File: config.mk
export PLATFORM = sky130hd
export DESIGN_NAME = fkc_cell
export DESIGN_NICKNAME = d
export VERILOG_FILES = /design/src/rtl/core/assert_macros.svh /design/src/rtl/core/fkc_pkg.sv /design/src/rtl/core/fkc_cell.sv
export SDC_FILE = /design/constraint.sdc
export NUM_CORES = 1
export LEC_CHECK = 0
export BUFFER_PORTS_ARGS = -buffer_cell sky130_fd_sc_hd__buf_4
export CORE_AREA = 2 2 564 566
export DETAILED_ROUTE_END_ITERATION = 7
export DIE_AREA = 0 0 566 568
export PLACE_DENSITY = 0.35
export SLEW_MARGIN = 20
export SYNTH_ARGS = -nofsm -noshare
export SYNTH_HDL_FRONTEND = slang
export SYNTH_SLANG_ARGS = --single-unit
File: constraint.sdc
create_clock -name clk_i -period 3.25 [get_ports clk_i]
set_input_delay 0.325 -clock clk_i [delete_from_list [all_inputs] [get_ports clk_i]]
set_output_delay 0.325 -clock clk_i [all_outputs]
set_load 0.02 [all_outputs]
File: src/rtl/core/assert_macros.svh
// Assertion macros for the core RTL files.
// Included by the top level of the key cache; depends on nothing else.
`ifndef ASSERT_MACROS_SVH
`define ASSERT_MACROS_SVH

// The consequent must hold in the same cycle as the antecedent.
`define ASSERT_SAME(label, clk, rst_n, ante, cons) \
  label: assert property (@(posedge clk) disable iff (!rst_n) (ante) |-> (cons)) \
    else $error("assertion failed");

// The consequent must hold in the cycle after the antecedent.
`define ASSERT_NEXT(label, clk, rst_n, ante, cons) \
  label: assert property (@(posedge clk) disable iff (!rst_n) (ante) |=> (cons)) \
    else $error("assertion failed");

`endif

File: src/rtl/core/fkc_pkg.sv
// Package of the fingerprint key cache: request codes, entry and search
// token types, and the fingerprint masking function. Depends on nothing.
package fkc_pkg;

  localparam int unsigned LEN_W    = 8;
  localparam int unsigned FP_BYTES = 27;
  localparam int unsigned FP_W     = FP_BYTES * 8;
  localparam int unsigned KEY_W    = 256;
  localparam int unsigned REQ_W    = 2;
  localparam int unsigned IN_W     = 480;

  typedef enum logic [REQ_W-1:0] {
    REQ_LOOKUP = 2'd0,
    REQ_STORE  = 2'd1,
    REQ_CLEAR  = 2'd2
  } req_e;

  typedef struct packed {
    logic [LEN_W-1:0] len;
    logic [FP_W-1:0]  fp;
    logic [KEY_W-1:0] keys;
  } entry_t;

  typedef struct packed {
    logic             lookup;
    logic [LEN_W-1:0] len;
    logic [FP_W-1:0]  fp;
    logic             hit;
    logic [KEY_W-1:0] keys;
  } tok_t;

  typedef struct packed {
    logic we;
    logic clr;
  } cell_wr_t;

  // Zero every fingerprint byte at or past the message length.
  function automatic logic [FP_W-1:0] mask_fp(logic [FP_W-1:0] fp, logic [LEN_W-1:0] len);
    logic [FP_W-1:0] res;
    res = '0;
    for (int i = 0; i < FP_BYTES; i++) begin
      if (int'(len) > i) begin
        res[FP_W-1-8*i -: 8] = fp[FP_W-1-8*i -: 8];
      end
    end
    return res;
  endfunction

endpackage

File: src/rtl/core/fkc_cell.sv
// One entry of the key cache and one stage of the search chain.
// Depends on fkc_pkg.
module fkc_cell (
  input  logic              clk_i,
  input  logic              rst_ni,
  input  logic              adv_i,
  input  fkc_pkg::cell_wr_t wr_i,
  input  fkc_pkg::entry_t   wr_data_i,
  input  logic              tok_vld_i,
  input  fkc_pkg::tok_t     tok_i,
  output logic              tok_vld_o,
  output fkc_pkg::tok_t     tok_o
);

  logic            valid_q;
  fkc_pkg::entry_t entry_q;
  logic            tok_vld_q;
  fkc_pkg::tok_t   tok_q, tok_d;
  logic            match;

  always_comb begin
    match = valid_q && tok_i.lookup && !tok_i.hit &&
            (entry_q.len == tok_i.len) && (entry_q.fp == tok_i.fp);
    tok_d = tok_i;
    if (match) begin
      tok_d.hit  = 1'b1;
      tok_d.keys = entry_q.keys;
    end
  end

  always_ff @(posedge clk_i or negedge rst_ni) begin
    if (!rst_ni) begin
      valid_q   <= 1'b0;
      tok_vld_q <= 1'b0;
    end else begin
      if (wr_i.clr) begin
        valid_q <= 1'b0;
      end else if (wr_i.we) begin
        valid_q <= 1'b1;
      end
      if (adv_i) begin
        tok_vld_q <= tok_vld_i;
      end
    end
  end

  always_ff @(posedge clk_i) begin
    if (wr_i.we) begin
      entry_q <= wr_data_i;
    end
    if (adv_i && tok_vld_i) begin
      tok_q <= tok_d;
    end
  end

  assign tok_vld_o = tok_vld_q;
  assign tok_o     = tok_q;

endmodule

==> out/metrics.cfg, run 1 <==
[synth]
yosys.area.top_type=edfxtp_1
synthMuxAreaShare_pct=8.41
synth.most_common_cell=edfxtp_1
synth_edf_count=962
synth-simple-area-share_pct=1.45
yosys_warnings=0
synthesis.area_sq_um=34400
yosys.area.top_type_share_pct=83.9
synthAdderAreaFrac_pct=0
synth_flop_cell=edfxtp_1
async_flop_share_pct=0.207
ys_ff_latch=964
synth_compound_area_share_pct=0
synth-seq-area-share_pct=84.1
synthXorXnorAreaFrac_pct=5.70
synth_top_family_by_area=multiplexers
yosys-top-cells-count=edfxtp_1, mux2_2, xor2_1
synth_nets=2523
syn_inst=1555
netlist_top_cells_area=edfxtp_1, mux2_2, xor2_1
ys_types=16
synth.avg_cell_area_sq_um=22.1

[floorplanning]
design.die.area_sq_um=321000
pin_count=1451
die_y_um=568
num_rows=207
start_util_pct=10.9
core_sq_um=316000
die_x_um=566

[job]
drv_cap=0

[clock_network]
cts_tree=built
cts_max_level=3
clock_path_buffers=4
clockRootBuffer=clkbuf_16
clkSlewWorstSetupHoldPaths_ns=0.06
cts_made_buffers=125
clock-sinks=964
clk_latency_ns=0.84

[worst_setup_path]
required_ns=3.81
critPathMaxFanout=15
crit_path_start_kind=register
worst-setup-path-type=register to register
endpoint_kind=register
rr_startpoint=entry_q[438]$_DFFE_PP_
startpoint=entry_q[438]$_DFFE_PP_
rr_worst_depth=12
worstPathArrival_ns=3.98

[timing]
drv_slew=0
relSlewSlack_pct=37.5
post-route-period-util_pct=105
worst_pin_slew_ns=0.937
setup_ws_ns=-0.177
fmax_mhz=292
skew_ns=0.0429
hold_viol=0
rsz0062_at_grt=yes
period_needed_ns=3.43
setup_viol=255

[power_and_ir_drop]
power_mw=33.7
p_per_area_nw_per_um2=513
seqPwrFrac_pct=45.1
power.internal_mw=25.2
pwr-share-comb_pct=13.7
ir_worst_vdd_mv=0.361
clockPowerShare_pct=41.2
switching_share_pct=25.3
p_leak_nw=25.1
power.switching_mw=8.53

[status]
status=finished, violations left
violations=setup timing

[global_routing]
grt_pass1_vias=27900
globalRouteMet3Util_pct=5.93
grt_util_met1_pct=17.0
antenna_found_initial=185
overflow=0
grt_use_met2_pct=21.1
gr-usage-all-layers_pct=13.5
busiest_layer=met2
grt_max_degree=87
grt_pass1_wl_um=285000

[cells_and_area]
layout.nets=5144
final_util_pct=20.8
fillers=33900
area_growth_syn_to_layout_pct=90.7
multiInputGateArea_sq_um=5500
final-seq-area_sq_um=28900
drive_gt1_share_pct=46.8

[place]
portBuffers=1450
hpwl_um=186000
place.gp.congestion=0.869

[drt]
drt_iter0_markers=1754
postRouteAntennaNets=0
wl_per_cell_um=26.5
drt-total-wl_um=225000
drc=0
via_per_inst=3.13
vias=26600
dr.pass1.iters=5

[min_path]
hold_path_class=primary input to register
min_path_cells=2
hp-start=wr_data_i[211]

-- cell usage in the layout, fill, tap and decap left out, drive strengths merged --
cell and count:
dlygate4sd3 969, nand3 2, dfrtp 2, bufbuf 1, and2 1, clkinvlp 5
nand4 14, edfxtp 962, nand2b 1, clkbuf 163, nor3 2, nor4 58
diode 46, inv 3, xor2 220, mux2 257, nor2 2, bufinv 11
xnor2 4, clkinv 46, buf 1549, nand2 2
-- metrics by stage --
stage               setup slack, ns  std cells  hold slack [ns]  instance area (sq um)  TNS [ns]
floorplan                    -0.859       1555           0.0294                  34400   -414.18
global placement              -1.81       7246            0.133                  51400   -441.51
detailed placement           -0.764       7247            0.133                  51400   -173.72
CTS                          -0.270       8451           0.0885                  65400    -57.54
global route                 -0.285       8468            0.145                  65600    -62.51
finish                       -0.177       8500            0.200                  65600    -33.50
-- repair_timing --
action | 4_1_cts | 5_1_grt
setup endpoints to repair | 257 | 257
gates cloned | 5 | 3
buffers inserted | 6 | 0
gates resized for setup | 23 | 6
endpoints found under the hold margin | 993 | 0
pin swaps | 5 | 3
hold buffers | 969 | 0
-- final cells by class --
cell class                      count  share of cell area [%]
Timing Repair Buffer             2522                    33.3
Tap cell                         4180                    7.97
Clock inverter                     65                   0.942
Sequential cell                   964                    44.1
Clock buffer                      160                    5.12
Antenna cell                       46                   0.175
Multi-Input combinational cell    563                    8.38
-- final timing paths --
kind                                          end  slack, ns
max                           tok_o[84]$_DFFE_PP_      -0.18
min                        entry_q[211]$_DFFE_PP_       0.20
max reg2reg                   tok_o[84]$_DFFE_PP_      -0.18
min reg2reg                   valid_q$_DFFE_PN0P_       0.51
max in group asynchronous     valid_q$_DFFE_PN0P_       2.64
min in group asynchronous   tok_vld_o$_DFFE_PN0P_       0.42
-- registers in the layout, indices dropped and copies added (netlist names) --
register	flops
tok_vld_o	1
valid_q	1
tok_o	482
entry_q	480
-- worst max-delay path, stage by stage (launching register included) --
cell and delay [ns]:
edfxtp_1 0.50, xor2_1 0.18, nor4_1 0.28, buf_4 0.20, nand4_1 0.14, buf_4 0.18, nor4_4 0.35, buf_8 0.22
nand4_1 0.17, buf_12 0.20, buf_16 0.18, buf_16 0.17, mux2_2 0.28
-- metal layers --
layer	vias up	share of wire [%]
met2	1469	44
met1	13200	42
met5	-	0.30
met4	104	2.2
li1	11500	-
met3	396	11
-- power groups by stage --
stage / Clock (mW) / Combinational [mW] / Sequential [mW]
after floorplan: 0 / 0.465 / 15.8
after global placement: 0 / 3.42 / 15.5
after detailed placement: 0 / 3.43 / 15.5
after CTS: 14.4 / 4.70 / 15.2
after global routing: 14.8 / 4.87 / 15.3
final: 13.9 / 4.61 / 15.2
-- cells by family after synthesis --
| family | Yosys count |
|---|---|
| buf+inv | 28 |
| flops | 964 |
| simple gates | 82 |
| xor+xnor | 224 |
| mux | 257 |
(Power assumes the default switching activity.)
==> run 2, diff against run 1 <==
CORE_AREA = 2 2 558 560   (was 2 2 564 566)
DIE_AREA = 0 0 560 562   (was 0 0 566 568)
clock period = 4.1 ns   (was 3.25 ns; I/O delays follow)
==> out/metrics.cfg, run 2 (synthesis gave the netlist of run 1 again) <==
[floorplanning]
die_x_um=560  ; was 566 um
core_sq_um=308000  ; was 316000 sq um
start_util_pct=11.2  ; was 10.9%
design.die.area_sq_um=315000  ; was 321000 sq um
die_y_um=562  ; was 568 um
num_rows=204  ; was 207
pin_count=1451  ; unchanged

[worst_setup_path]
critPathMaxFanout=24  ; was 15
cpPeakStageDelay_ns=0.66  ; was 0.50 ns
cp_slowest_cell=nor4_1  ; was edfxtp_1
worstPathCellList=xor2_1 > nor4_1 > nand4_1 > nor4_1 > buf_4 > nand4_1 > buf_12 > buf_4 > mux2_2  ; was xor2_1 > nor4_1 > buf_4 > nand4_1 > buf_4 > nor4_4 > buf_8 > nand4_1 > buf_12 > buf_16 > buf_16 > mux2_2
required_ns=4.69  ; was 3.81 ns
rr_worst_depth=9  ; was 12
crit_path_start_kind=register  ; unchanged
worst-setup-path-type=register to register  ; unchanged
endpoint_kind=register  ; unchanged
r2r_slack_ns=0.29  ; was -0.18 ns
worstPathArrival_ns=4.40  ; was 3.98 ns

[cells_and_area]
finalNonFillerCells=8424  ; was 8500
drive_gt1_share_pct=46.3  ; was 46.8%
area_growth_syn_to_layout_pct=88.4  ; was 90.7%
layout.nets=5121  ; was 5144
largest_reg_flops=482  ; unchanged
final_common_cell=buf_4  ; unchanged
final_cell_mix=buf_4, dlygate4sd3_1, edfxtp_1  ; unchanged

[global_routing]
antenna_found_initial=162  ; was 185
grt_max_degree=104  ; was 87
grt_pass1_vias=28000  ; was 27900
overflow=0  ; unchanged
gr-usage-all-layers_pct=13.1  ; was 13.5%
grt_pass1_wl_um=274000  ; was 285000 um

[clock_network]
clk_latency_ns=0.86  ; was 0.84 ns
clock-sinks=964  ; unchanged
clkSlewWorstSetupHoldPaths_ns=0.06  ; about the same
cts_made_buffers=123  ; was 125
clock_path_buffers=4  ; unchanged
clockRootBuffer=clkbuf_16  ; unchanged
cts_max_level=3  ; unchanged
cts_tree=built  ; unchanged

[drt]
drt_iter0_markers=1773  ; was 1754
drc=0  ; unchanged
wl_per_cell_um=25.4  ; was 26.5 um
via_per_inst=3.11  ; was 3.13
drt-total-wl_um=214000  ; was 225000 um
vias=26200  ; was 26600
dr.pass1.iters=5  ; unchanged
postRouteAntennaNets=0  ; unchanged

[power_and_ir_drop]
p_leak_nw=24.7  ; was 25.1 nW
p_per_area_nw_per_um2=407  ; was 513 nW/um^2
ir_worst_vdd_mv=0.324  ; was 0.361 mV

[timing]
post-route-period-util_pct=93.0  ; was 105%
setup_tns_ns=0  ; was -33.50 ns
worst_pin_slew_ns=0.966  ; was 0.937 ns
hold_viol=0  ; unchanged
setup_ws_ns=0.288  ; was -0.177 ns
whs_ns=0.143  ; was 0.200 ns
setup_viol=0  ; was 255
drv_slew=0  ; unchanged
rsz0062_at_grt=no  ; was yes
fmax_mhz=262  ; was 292 MHz
period_needed_ns=3.81  ; was 3.43 ns
relSlewSlack_pct=35.6  ; was 37.5%
skew_ns=0.0783  ; was 0.0429 ns

[min_path]
min_path_cells=1  ; was 2
hold_path_class=primary input to register  ; unchanged

[place]
place.gp.congestion=0.855  ; was 0.869
portBuffers=1450  ; unchanged
preCtsSetupSlack_ns=0.124  ; was -0.764 ns
dp.cells=7181  ; was 7247
hpwl_um=178000  ; was 186000 um

[job]
drv_cap=0  ; unchanged

[status]
status=finished, final reports clean  ; was finished, violations left

## run 2: cell types whose count changed in the layout (fill, tap and decap cells not counted), moves of 6 or more
cell,delta
nor4_2,-8
diode_2,+10
buf_12,-11
clkbuf_8,-6
buf_16,-7
clkbuf_1,-11
nor4_1,+11
clkbuf_16,-7
clkinv_1,+8
## run 2: per-stage QoR
| step | power [mW] | cell area [sq um] | util (%) |
|---|---|---|---|
| after detailed placement | 14.9 | 51200 | 16.6 |
| after floorplan | 12.9 | 34400 | - |
| after global routing | 27.5 | 64800 | 21.0 |
| after global placement | 15.0 | 51100 | 16.6 |
| final | 26.4 | 64900 | 21.0 |
| after CTS | 27.0 | 64700 | 21.0 |
## run 2: path summary, 6_finish.rpt
path / start / to
setup / recovery: entry_q[308]$_DFFE_PP_ / tok_o[75]$_DFFE_PP_
hold / removal: wr_i[1] / entry_q[50]$_DFFE_PP_
setup reg to reg: entry_q[308]$_DFFE_PP_ / tok_o[75]$_DFFE_PP_
hold reg to reg: valid_q$_DFFE_PN0P_ / valid_q$_DFFE_PN0P_
max in group asynchronous: rst_ni / tok_vld_o$_DFFE_PN0P_
min in group asynchronous: rst_ni / valid_q$_DFFE_PN0P_
## run 2: report_power, final
part	switching, mW	total [mW]	internal [mW]
Clock	4.66	10.8	6.11
Combinational	1.74	3.58	1.83
Sequential	0.375	12.0	11.7
## run 2: what timing repair did
action | 4_1_cts | 5_1_grt
hold endpoints to repair | 966 | 0
setup buffers | 0 | 0
gates resized for setup | 0 | 0
hold buffers | 967 | 0
## run 2: area by class of cell
cell class	count	area, sq um
fillers	33200	243000
well taps	4120	5150
repair buffers	2501	21400
flip-flops and latches	964	28900
diodes	56	140
clock buffers	139	3140
clock inverters	81	757
multi-input cells	563	5390
## run 2: worst max-delay path: cells and delay by family (launching register included)
kind	cells	cell delay, ns
xor+xnor	1	0.23
buf+inv	3	0.79
flops	1	0.37
mux	1	0.32
simple gates	4	1.67
## run 2: per-layer routing
metal  track usage, %  share of wire (%)  wire length [um]
met1             16.6                 43             91400
met2             20.5                 45             95800
met3             5.72                 11             22700
met4             2.31                1.7              3730
met5                0               0.25               528
